File: src/hdl/mpta_pkg.sv
`default_nettype none

package mpta_pkg;

   // fixed field widths
   localparam int MASK_W       = 16;
   localparam int START_W      = 4;
   localparam int INDEX_W      = 4;
   localparam int COUNT_W      = 5;
   localparam int PRIO_FIELD_W = 4;
   localparam int TABLE_W      = 64;
   localparam int CSR_INDEX_W  = 2;
   localparam int CSR_DATA_W   = 64;

   // reset values
   localparam logic [COUNT_W-1:0] COUNT_RESET   = 5'd16;
   localparam logic [INDEX_W-1:0] POINTER_RESET = 4'hF;

   // register indexes
   localparam logic [CSR_INDEX_W-1:0] CSR_POLICY_MODE     = 2'd0;
   localparam logic [CSR_INDEX_W-1:0] CSR_REQUESTER_COUNT = 2'd1;
   localparam logic [CSR_INDEX_W-1:0] CSR_PRIORITY_TABLE  = 2'd2;

   typedef enum logic [1:0] {
      POLICY_LOWEST      = 2'd0,
      POLICY_PRIORITY    = 2'd1,
      POLICY_ROUND_ROBIN = 2'd2,
      POLICY_RANDOM      = 2'd3
   } policy_type;

   typedef struct packed {
      policy_type           policy;
      logic [COUNT_W-1:0]   count;
      logic [TABLE_W-1:0]   prio;
   } cfg_type;

   typedef struct packed {
      logic                 grant_valid;
      logic [INDEX_W-1:0]   grant_index;
   } grant_type;

   // index of the lowest set bit, zero for an empty mask
   function automatic logic [INDEX_W-1:0] lowest_set(input logic [MASK_W-1:0] m);
      logic [INDEX_W-1:0] idx;
      idx = '0;
      for (int i = MASK_W - 1; i >= 0; i--) begin
         if (m[i]) begin
            idx = INDEX_W'(i);
         end
      end
      return idx;
   endfunction

   // a mod n for a 4-bit a and n >= 1, restoring compare-subtract
   function automatic logic [START_W-1:0] mod_small(input logic [START_W-1:0] a,
                                                    input logic [COUNT_W-1:0] n);
      logic [START_W-1:0] r;
      logic [8:0]         d;
      r = a;
      for (int s = 3; s >= 0; s--) begin
         d = 9'(n) << s;
         if (9'(r) >= d) begin
            r = r - d[START_W-1:0];
         end
      end
      return r;
   endfunction

endpackage

`default_nettype wire

File: src/hdl/multi_policy_transition_arbiter_top.sv
// Path: an accepted request passes the input register, then the result register, which
// drives its grant on rsp_.
// Throughput: one request per cycle while rsp_ready does not stall the result register; the
// combinational pick between the two registers, with the round-robin pointer update, sets that rate.
// Reset (synchronous, active high): both stages empty, policy lowest index,
// requester count 16, priorities zero, round-robin pointer 15.
`default_nettype none

module multi_policy_transition_arbiter_top #(
   parameter int NUM_REQUESTERS = 16,
   parameter int PRIORITY_BITS  = 4
) (
   input  wire logic                                clock,
   input  wire logic                                reset,
   input  wire logic                                req_valid,
   output logic                                     req_ready,
   input  wire logic [mpta_pkg::MASK_W-1:0]         req_enabled_mask,
   input  wire logic [mpta_pkg::START_W-1:0]        req_random_start,
   output logic                                     rsp_valid,
   input  wire logic                                rsp_ready,
   output logic                                     rsp_grant_valid,
   output logic [mpta_pkg::INDEX_W-1:0]             rsp_grant_index,
   input  wire logic                                csr_valid,
   output logic                                     csr_ready,
   input  wire logic [mpta_pkg::CSR_INDEX_W-1:0]    csr_index,
   input  wire logic [mpta_pkg::CSR_DATA_W-1:0]     csr_data
);

   mpta_pkg::cfg_type              cfg;
   mpta_pkg::grant_type            grant;
   logic [mpta_pkg::INDEX_W-1:0]   pointer_next;

   logic                           s1_valid_ff;
   logic [mpta_pkg::MASK_W-1:0]    s1_mask_ff;
   logic [mpta_pkg::START_W-1:0]   s1_start_ff;
   logic [mpta_pkg::INDEX_W-1:0]   pointer_ff;
   logic                           rsp_valid_ff;
   mpta_pkg::grant_type            rsp_grant_ff;

   logic                           s2_open;
   logic                           s1_move;
   logic                           req_take;

   // configuration registers
   mpta_csr u_csr (
      .clock     (clock),
      .reset     (reset),
      .csr_valid (csr_valid),
      .csr_ready (csr_ready),
      .csr_index (csr_index),
      .csr_data  (csr_data),
      .cfg       (cfg)
   );

   // policy pick on the input register
   mpta_pick #(
      .NUM_REQUESTERS (NUM_REQUESTERS),
      .PRIORITY_BITS  (PRIORITY_BITS)
   ) u_pick (
      .cfg          (cfg),
      .enabled_mask (s1_mask_ff),
      .random_start (s1_start_ff),
      .pointer      (pointer_ff),
      .grant        (grant),
      .pointer_next (pointer_next)
   );

   // stage handshakes
   assign s2_open   = !rsp_valid_ff || rsp_ready;
   assign s1_move   = s1_valid_ff && s2_open;
   assign req_ready = !s1_valid_ff || s2_open;
   assign req_take  = req_valid && req_ready;

   // input register
   always_ff @(posedge clock) begin
      if (reset) begin
         s1_valid_ff <= 1'b0;
      end else if (req_ready) begin
         s1_valid_ff <= req_valid;
      end
   end

   always_ff @(posedge clock) begin
      if (req_take) begin
         s1_mask_ff  <= req_enabled_mask;
         s1_start_ff <= req_random_start;
      end
   end

   // round-robin pointer, updated as a request leaves the input register in round-robin mode
   always_ff @(posedge clock) begin
      if (reset) begin
         pointer_ff <= mpta_pkg::POINTER_RESET;
      end else if (s1_move) begin
         pointer_ff <= pointer_next;
      end
   end

   // result register
   always_ff @(posedge clock) begin
      if (reset) begin
         rsp_valid_ff <= 1'b0;
      end else if (s2_open) begin
         rsp_valid_ff <= s1_valid_ff;
      end
   end

   always_ff @(posedge clock) begin
      if (s1_move) begin
         rsp_grant_ff <= grant;
      end
   end

   assign rsp_valid       = rsp_valid_ff;
   assign rsp_grant_valid = rsp_grant_ff.grant_valid;
   assign rsp_grant_index = rsp_grant_ff.grant_index;

endmodule

`default_nettype wire

File: src/hdl/mpta_csr.sv
`default_nettype none

module mpta_csr (
   input  wire logic                                clock,
   input  wire logic                                reset,
   input  wire logic                                csr_valid,
   output logic                                     csr_ready,
   input  wire logic [mpta_pkg::CSR_INDEX_W-1:0]    csr_index,
   input  wire logic [mpta_pkg::CSR_DATA_W-1:0]     csr_data,
   output mpta_pkg::cfg_type                        cfg
);

   mpta_pkg::cfg_type cfg_ff;
   mpta_pkg::cfg_type cfg_in;

   assign csr_ready = 1'b1;
   assign cfg       = cfg_ff;

   // register write decode, unknown indexes dropped
   always_comb begin
      cfg_in = cfg_ff;
      if (csr_valid) begin
         unique case (csr_index)
            mpta_pkg::CSR_POLICY_MODE:
               cfg_in.policy = mpta_pkg::policy_type'(csr_data[1:0]);
            mpta_pkg::CSR_REQUESTER_COUNT:
               cfg_in.count = csr_data[mpta_pkg::COUNT_W-1:0];
            mpta_pkg::CSR_PRIORITY_TABLE:
               cfg_in.prio = csr_data[mpta_pkg::TABLE_W-1:0];
            default: begin
               cfg_in = cfg_ff;
            end
         endcase
      end
   end

   always_ff @(posedge clock) begin
      if (reset) begin
         cfg_ff.policy <= mpta_pkg::POLICY_LOWEST;
         cfg_ff.count  <= mpta_pkg::COUNT_RESET;
         cfg_ff.prio   <= '0;
      end else begin
         cfg_ff <= cfg_in;
      end
   end

endmodule

`default_nettype wire

File: src/hdl/mpta_pick.sv
`default_nettype none

module mpta_pick #(
   parameter int NUM_REQUESTERS = 16,
   parameter int PRIORITY_BITS  = 4
) (
   input  wire mpta_pkg::cfg_type                cfg,
   input  wire logic [mpta_pkg::MASK_W-1:0]      enabled_mask,
   input  wire logic [mpta_pkg::START_W-1:0]     random_start,
   input  wire logic [mpta_pkg::INDEX_W-1:0]     pointer,
   output mpta_pkg::grant_type                   grant,
   output logic [mpta_pkg::INDEX_W-1:0]          pointer_next
);

   localparam int NUM_LEVELS = 2 ** PRIORITY_BITS;

   logic [mpta_pkg::COUNT_W-1:0]  count_eff;
   logic [mpta_pkg::MASK_W-1:0]   mask_eff;
   logic [mpta_pkg::INDEX_W-1:0]  ptr_adv;
   logic [mpta_pkg::START_W-1:0]  start;
   logic [mpta_pkg::MASK_W-1:0]   upper;
   logic [mpta_pkg::INDEX_W-1:0]  wrap_idx;
   logic [PRIORITY_BITS-1:0]      prio_arr [mpta_pkg::MASK_W];
   logic [NUM_LEVELS-1:0]         level_hit;
   logic [PRIORITY_BITS-1:0]      best;
   logic [mpta_pkg::MASK_W-1:0]   best_sel;
   logic [mpta_pkg::INDEX_W-1:0]  prio_idx;
   logic                          found;
   logic [mpta_pkg::INDEX_W-1:0]  idx;

   // requesters in use, count clamped to one and to the array size
   always_comb begin
      if (cfg.count == '0) begin
         count_eff = mpta_pkg::COUNT_W'(1);
      end else if (cfg.count > mpta_pkg::COUNT_W'(NUM_REQUESTERS)) begin
         count_eff = mpta_pkg::COUNT_W'(NUM_REQUESTERS);
      end else begin
         count_eff = cfg.count;
      end
      for (int i = 0; i < mpta_pkg::MASK_W; i++) begin
         mask_eff[i] = enabled_mask[i] && (mpta_pkg::COUNT_W'(i) < count_eff);
      end
      found = |mask_eff;
   end

   // round-robin pointer step, back to zero at the last slot
   always_comb begin
      if ({1'b0, pointer} >= (count_eff - mpta_pkg::COUNT_W'(1))) begin
         ptr_adv = '0;
      end else begin
         ptr_adv = pointer + mpta_pkg::INDEX_W'(1);
      end
   end

   // shared wrapping search from the policy's start slot
   always_comb begin
      case (cfg.policy)
         mpta_pkg::POLICY_ROUND_ROBIN: start = ptr_adv;
         mpta_pkg::POLICY_RANDOM:      start = mpta_pkg::mod_small(random_start, count_eff);
         default:                      start = '0;
      endcase
      upper = mask_eff & ({mpta_pkg::MASK_W{1'b1}} << start);
      if (|upper) begin
         wrap_idx = mpta_pkg::lowest_set(upper);
      end else begin
         wrap_idx = mpta_pkg::lowest_set(mask_eff);
      end
   end

   // priority pick: highest level present, then lowest index at that level
   always_comb begin
      for (int i = 0; i < mpta_pkg::MASK_W; i++) begin
         prio_arr[i] = cfg.prio[mpta_pkg::PRIO_FIELD_W*i +: PRIORITY_BITS];
      end
      for (int p = 0; p < NUM_LEVELS; p++) begin
         level_hit[p] = 1'b0;
         for (int i = 0; i < mpta_pkg::MASK_W; i++) begin
            if (mask_eff[i] && (prio_arr[i] == PRIORITY_BITS'(p))) begin
               level_hit[p] = 1'b1;
            end
         end
      end
      best = '0;
      for (int p = 0; p < NUM_LEVELS; p++) begin
         if (level_hit[p]) begin
            best = PRIORITY_BITS'(p);
         end
      end
      for (int i = 0; i < mpta_pkg::MASK_W; i++) begin
         best_sel[i] = mask_eff[i] && (prio_arr[i] == best);
      end
      prio_idx = mpta_pkg::lowest_set(best_sel);
   end

   // result and pointer update
   always_comb begin
      idx = (cfg.policy == mpta_pkg::POLICY_PRIORITY) ? prio_idx : wrap_idx;
      grant.grant_valid = found;
      grant.grant_index = found ? idx : '0;
      if (cfg.policy == mpta_pkg::POLICY_ROUND_ROBIN) begin
         pointer_next = found ? idx : ptr_adv;
      end else begin
         pointer_next = pointer;
      end
   end

endmodule

`default_nettype wire

File: config.mk
export PLATFORM = sky130hd
export DESIGN_NAME = multi_policy_transition_arbiter_top
export DESIGN_NICKNAME = d
export VERILOG_FILES = /design/src/hdl/mpta_pkg.sv /design/src/hdl/multi_policy_transition_arbiter_top.sv /design/src/hdl/mpta_csr.sv /design/src/hdl/mpta_pick.sv
export SDC_FILE = /design/constraint.sdc
export NUM_CORES = 1
export LEC_CHECK = 0
export BUFFER_PORTS_ARGS = -buffer_cell sky130_fd_sc_hd__buf_4
export CAP_MARGIN = 15
export CORE_ASPECT_RATIO = 1.75
export CORE_MARGIN = 8
export CORE_UTILIZATION = 35
export DETAILED_ROUTE_END_ITERATION = 10
export GPL_TIMING_DRIVEN = 0
export PLACE_DENSITY_LB_ADDON = 0.08
export SYNTH_ARGS = -nofsm -noshare
export SYNTH_HDL_FRONTEND = slang
export SYNTH_SLANG_ARGS = --single-unit
File: constraint.sdc
create_clock -name clock -period 10.95 [get_ports clock]
set_input_delay 0.5475 -clock clock [delete_from_list [all_inputs] [get_ports clock]]
set_output_delay 0.5475 -clock clock [all_outputs]
set_load 0.02 [all_outputs]
# == Word level (Yosys, flattened, before mapping) ==
# Cells that the tools add are included.
# word_totals
regBits,102
latchBits,0
ram_bits,0
romBits,0
output_inout_bits,8
wordCells,904
memories,0
# op_classes
n_addsub,6
n_mul,0
div_mod_pow,0
magnitude_cmp,22
eq_ne,261
shift,1
mux,317
bitwise,1
n_reduce_logical,286
# ops
operator,count
4-bit equality test (second input constant),128
1-bit logical AND,274
4-bit two-way mux,67
4-bit by 3-bit equality test with 1-bit output (second input constant),64
1-bit two-way mux,241
4-bit by 2-bit equality test with 1-bit output (second input constant),32
4-bit by 1-bit equality test with 1-bit output (second input constant),16
4-bit equality test,16
4-bit by 5-bit less-than comparator with 1-bit output (first input constant),8
16-bit OR reduction,2
3-bit by 5-bit less-than comparator with 1-bit output (first input constant),4
16-bit AND,1
16-bit by 4-bit left shift with 16-bit output (first input constant),1
4-bit subtractor,4
3-bit two-way mux,4
4-bit by 5-bit greater-or-equal comparator with 1-bit output,2
1-bit by 5-bit less-than comparator with 1-bit output (first input constant),2
2-bit by 5-bit less-than comparator with 1-bit output (first input constant),2
5-bit two-way mux,2
4-bit by 8-bit greater-or-equal comparator with 1-bit output,1
4-bit case mux with 2 select lines,1
2-bit AND reduction,4
4-bit by 7-bit greater-or-equal comparator with 1-bit output,1
2-bit equality test (second input constant),3
other kinds (10),14

# == Longest topological paths before layout ==
# depth
depth_word,57
ltp_mapped,33

# == By module ==
# Synthesis repeated with hierarchy kept, for this count alone.
# unflattened
cells_unflattened,1243
hier_area_um2,10034.6
# by_module_without_submodules
module,instances,cells_per_inst,area_per_inst_um2
mpta_pick,1,889,5893.2
mpta_csr,1,305,3154.3
multi_policy_transition_arbiter_top,1,49,987.2

# == Worst setup path after synthesis ==
# No wires, ideal clock.
# synth_timing
path_type,reg2reg
start,register u_csr.cfg_ff (netlist bit u_csr.cfg[68])
end,"register rsp_grant_ff (netlist bit rsp_grant_index[0]), data pin"
setup_ns,0.272
t_arrival_ns,7.239
t_required_ns,10.678
setup_slack_ns,3.439
path_stages_with_launch,33
n_path_buf,5
period_less_slack_ns,7.511
cell_sequence,dfxtp_1 > buf_2 > buf_6 > clkbuf_1 > buf_1 > inv_1 > a21o_1 > ha_1 > o31a_1 > a31oi_1 > ha_1 > a21boi_0 > or4b_1 > nand3_1 > ha_1 > nor4bb_1 > o21ai_0 > and2_1 > mux2i_1 > ha_1 > inv_1 > o21ai_0 > a21oi_1 > or4b_2 > and3_1 > clkbuf_1 > o311ai_1 > a21oi_1 > nor3_2 > a31o_1 > a21oi_1 > a211oi_1 > o311ai_1
# synth_via
elab_chain_len,56
elab_cells_between_ends,636
cone_classes,add/sub: 5; order compare: 22; eq/ne: 16; shift: 1; mux: 316; bitwise: 1; reduce/logical: 275
# synth_lines
element,line_no,rtl
from (decl),mpta_csr.sv:13,mpta_pkg::cfg_type cfg_ff;
from (signal assigned),mpta_csr.sv:43,cfg_ff <= cfg_in;
5-bit > comparator,mpta_pick.sv:35,end else if (cfg.count > mpta_pkg::COUNT_W'(NUM_REQUESTERS)) begin
5-bit two-way mux,mpta_pick.sv:35,
5-bit two-way mux (*),mpta_pick.sv:33,if (cfg.count == '0) begin
1-bit by 5-bit less-than comparator with 1-bit output,mpta_pick.sv:41,mask_eff[i] = enabled_mask[i] && (mpta_pkg::COUNT_W'(i) < count_eff);
1-bit logical AND,mpta_pick.sv:41,
1-bit logical AND,mpta_pick.sv:78,if (mask_eff[i] && (prio_arr[i] == PRIORITY_BITS'(p))) begin
1-bit two-way mux (16 in a row),mpta_pick.sv:78,
1-bit two-way mux,mpta_pick.sv:85,if (level_hit[p]) begin
2-bit two-way mux (2 in a row),mpta_pick.sv:85,
3-bit two-way mux (4 in a row),mpta_pick.sv:85,
4-bit two-way mux (8 in a row),mpta_pick.sv:85,
4-bit equality test,mpta_pick.sv:90,best_sel[i] = mask_eff[i] && (prio_arr[i] == best);
1-bit logical AND,mpta_pick.sv:90,
4-bit two-way mux (16 in a row),mpta_pkg.sv:47,if (m[i]) begin
4-bit two-way mux,mpta_pick.sv:97,idx = (cfg.policy == mpta_pkg::POLICY_PRIORITY) ? prio_idx : wrap_idx;
to (signal assigned),multi_policy_transition_arbiter_top.sv:110,rsp_grant_ff <= grant;
to (decl),multi_policy_transition_arbiter_top.sv:38,mpta_pkg::grant_type rsp_grant_ff;
# Mark *: on every way between the ends. The rest lies on a longest branch, timed or not. The select of a mux whose other input is x is not followed.
# A chain may end at the register's enable or synchronous reset.

# == Final worst setup path ==
# Ends and elaborated chain as after synthesis.

==> out/qor.txt <==
Outcome -> finished, final reports clean
Hold crit path type -> input pin to flip-flop
CTS resizes -> 0
Power, Total -> 1120 uW
Final Cell Area -> 10300 sq um
Net Count, Synth -> 1300
PortBufs -> 96
Final RePlAce weighted congestion -> 1.04
GR Util met2 -> 56.1%
NumNets Final -> 1409
Met3 Use GR -> 6.05%
Synth warn -> 0
CP Data Arrival Time -> 9710 ps
Internal -> 696 uW
Post-Place Cell Area -> 10000 sq um
Synth area leader -> dfxtp_1
First DRT Iteration DRCs -> 855
Starting Density -> 35.4%
ANT cells -> 0
Gr usage total -> 32.4%
MaxCap Viol Count -> 0
Setup ws final -> 1400 ps
IO Count -> 99
Slew HR -> 22.8%
Post-synthesis compound-gate area fraction -> 29.8%
Slew Limit Fails -> 0
Die X -> 137 microns
FF-to-FF End -> rsp_grant_index[0]$_SDFFCE_PP0P_
Worst path bufs/invs -> 8
Hold path depth -> 1
Hold Slack -> 336 ps
#FFs+latches synth -> 102
Core area -> 25100 sq um
Period minus WS final -> 9550 ps
Clock Skew -> 13.2 ps
CTS tree -> yes
Hold buffer count at cts -> 0
Sw frac -> 37.6%
Post-CTS Setup Repair Bufs -> 0
Slew @ Worst Pin -> 1150 ps
Synth Flop Type -> dfxtp_1
Post-Synth Simple-Gate Area -> 33.2%
TritonCTS Buffers -> 9
Worst Setup SP -> u_csr.cfg[68]$_SDFFE_PP1P_
Longest Clk Path Bufs -> 2
Hpwl dp -> 40500 microns
Vias in the first global route -> 10700
CP max-delay cell -> or4b_2
Site Rows -> 77
Share of layout cells above drive strength 1 -> 13.9%
M1 GR Usage -> 31.4%
DRT antenna net count -> 0
DIE AREA -> 31000 sq um
Final setup fails -> 0
Post-route setup TNS -> 0 ps
CTS H-tree lvls -> 3
Mux cell area share after synthesis -> 1.25%
Synthesized cell area -> 8900 sq um
Routed len/inst -> 30.8 microns
P_sw -> 420 uW
Unrepaired setup endpoints after global routing -> false
Hold path start -> req_random_start[1]
Area grow syn2layout -> 16.0%
Clock slew at reported path FFs -> 80 ps
Vias -> 10600
Largest cells by area after synthesis -> dfxtp_1 17%, edfxtp_1 8.4%, nand2_1 8.2%
XOR/XNOR Fraction of Synth Area -> 1.87%
Final Hold Fails -> 0
Peak supply drop -> 0.0793 mV
CTS Sinks -> 102
Pre-CTS worst setup slack -> 1480 ps
Mean Syn Cell Area -> 7.48 sq um
FF-to-FF setup slack -> 1400 ps
EDFF count, synth -> 25
Global-route wire length before repair -> 71500 microns
CP Max Fanout -> 10
Worst reg2reg path startpoint -> u_csr.cfg[68]$_SDFFE_PP1P_
Gate power share -> 32.1%
Die H -> 227 microns
Hold-critical path endpoint -> s1_start_ff[1]$_DFFE_PP_
Async SR Flop Fraction -> 0%
Post-Synth Adder-Cell Area -> 2.84%
Fmax -> 105 MHz
Required time of the critical path -> 11100 ps
Crit path max-delay family -> compound AO/OA/AOI/OAI gates
Yosys top cell area share -> 17.3%
Setup crit end kind -> flip-flop
Period utilization -> 87.2%
Leakage power -> 0.00358 uW
Critical Path Start Type -> flip-flop
Total wire length -> 49900 microns
Max stage delay on crit path -> 670 ps
Reg power frac -> 38.4%
Mapped Cells -> 1190
R2r worst-path depth -> 32
Drt first pass iters -> 6
Largest net degree at the start of global routing -> 21
Clk Latency, worst-skew pair -> 380 ps
Total congestion overflow -> 0
Global routing's busiest layer -> met2
PwrDens -> 108 nW/um^2
Post-route DRC violation count -> 0
Main combinational cell family by area after synthesis -> simple AND/OR/NAND/NOR gates
Post-synth cell types -> 102
Clock power share -> 29.4%
Antenna violations before repair -> 0
Clock root buffer -> clkbuf_16
Crit Path Category -> flip-flop to flip-flop
Routed vias/inst -> 6.53
Register area share after synthesis -> 25.7%
-- registers in the layout (all words and copies together) (netlist names) --
signal           count
s1_start_ff          4
s1_valid_ff          1
pointer_ff           4
rsp_grant_index      4
rsp_valid            1
rsp_grant_valid      1
s1_mask_ff          16
u_csr.cfg           71
-- layer usage --
| metal | up-vias | wire, microns |
|---|---|---|
| li1 | 4755 | - |
| met5 | - | 0 |
| met2 | 511 | 25100 |
| met1 | 5101 | 16500 |
| met3 | 209 | 3000 |
| met4 | 0 | 5290 |
-- synthesized netlist by cell type (10+ instances only) --
master     instances
and2_1            13
nor4_1            27
a31oi_1           10
inv_1             30
nor3_1            42
buf_2             11
a211oi_1          11
or4_1             18
dfxtp_1           77
clkbuf_1          44
o21ai_0           36
o221ai_1          12
o211ai_1          17
o21a_1            11
nand3b_1          14
a21oi_1           97
nor2_1            67
nand3_1           39
nor2b_1           24
o2111ai_1         20
nand2_1          194
edfxtp_1          25
o22ai_1           36
xnor2_1           11
mux2i_1           10
nand4_1           19
nand2b_1          40
ha_1              17
or3_1             14
-- cells by family (layout without fill, tap and decap cells) --
| logic type | Yosys count | count (layout) |
|---|---|---|
| AO/OA/AOI/OAI | 370 | 370 |
| flip-flops | 102 | 102 |
| XOR/XNOR | 19 | 19 |
| buffers and inverters | 103 | 217 |
| adder cells (fa/ha/maj) | 19 | 19 |
| other | 1 | 1 |
| multiplexers | 11 | 11 |
| AND/OR/NAND/NOR | 565 | 565 |
-- power by group through the flow --
stage	combinational [uW]	sequential (uW)	clock (uW)
6_report	359	429	329
5_1_grt	380	430	354
4_1_cts	348	428	341
3_5_place_dp	347	437	0
3_3_place_gp	347	437	0
2_1_floorplan	219	424	0
-- layout by cell type (no fill, tap or decap), types with 9 or more instances in the layout --
| cell type | n |
|---|---|
| dfxtp_1 | 77 |
| and2_1 | 12 |
| nand4_1 | 19 |
| mux2i_1 | 10 |
| o2111ai_1 | 20 |
| ha_1 | 17 |
| nor2b_1 | 24 |
| nor4_1 | 27 |
| nor3_1 | 42 |
| clkbuf_1 | 44 |
| a31oi_1 | 10 |
| o21a_1 | 11 |
| buf_4 | 100 |
| or4_1 | 18 |
| nand3_1 | 39 |
| inv_1 | 30 |
| o221ai_1 | 12 |
| nand2_1 | 194 |
| o211ai_1 | 17 |
| a21oi_1 | 97 |
| o21ai_0 | 36 |
| o22ai_1 | 36 |
| nand3b_1 | 14 |
| buf_2 | 11 |
| or3_1 | 14 |
| edfxtp_1 | 25 |
| nand2b_1 | 40 |
| a211oi_1 | 11 |
| xnor2_1 | 11 |
| nor2_1 | 67 |
| clkbuf_16 | 9 |
-- layout make-up --
class | count | area (sq um)
fillers | 2744 | 14800
multi-input cells | 985 | 6150
flip-flops and latches | 102 | 2290
repair buffers | 98 | 736
well taps | 316 | 395
plain buffers | 73 | 352
clock buffers | 9 | 225
inverters | 30 | 113
clock inverters | 7 | 62.6
-- worst reg2reg max path, delay by kind of cell, from the launching register on --
kind | cells | cell delay, ps
multiplexers | 1 | 190
flip-flops | 1 | 380
adder cells (fa/ha/maj) | 4 | 1230
buffers and inverters | 8 | 2080
AND/OR/NAND/NOR | 7 | 2130
AO/OA/AOI/OAI | 12 | 3310
-- worst max path at each step --
| stage | endpoint | slack (ps) | depth (start not counted) |
|---|---|---|---|
| CTS | rsp_grant_index[0]$_SDFFCE_PP0P_ | 1450 | 32 |
| finish | rsp_grant_index[0]$_SDFFCE_PP0P_ | 1400 | 32 |
| global route | rsp_grant_index[0]$_SDFFCE_PP0P_ | 680 | 32 |
| detailed placement | rsp_grant_index[0]$_SDFFCE_PP0P_ | 1480 | 32 |
| floorplan | rsp_grant_index[0]$_SDFFCE_PP0P_ | 3440 | 32 |
| global placement | rsp_grant_index[0]$_SDFFCE_PP0P_ | 1540 | 32 |
-- through the flow --
stage	instances	utilization, %
4_1_cts	1619	41.0
3_3_place_gp	1602	39.8
2_1_floorplan	1190	-
6_report	1620	41.1
3_5_place_dp	1603	39.9
5_1_grt	1620	41.1
No activity file was read; power rests on OpenSTA's default activity.
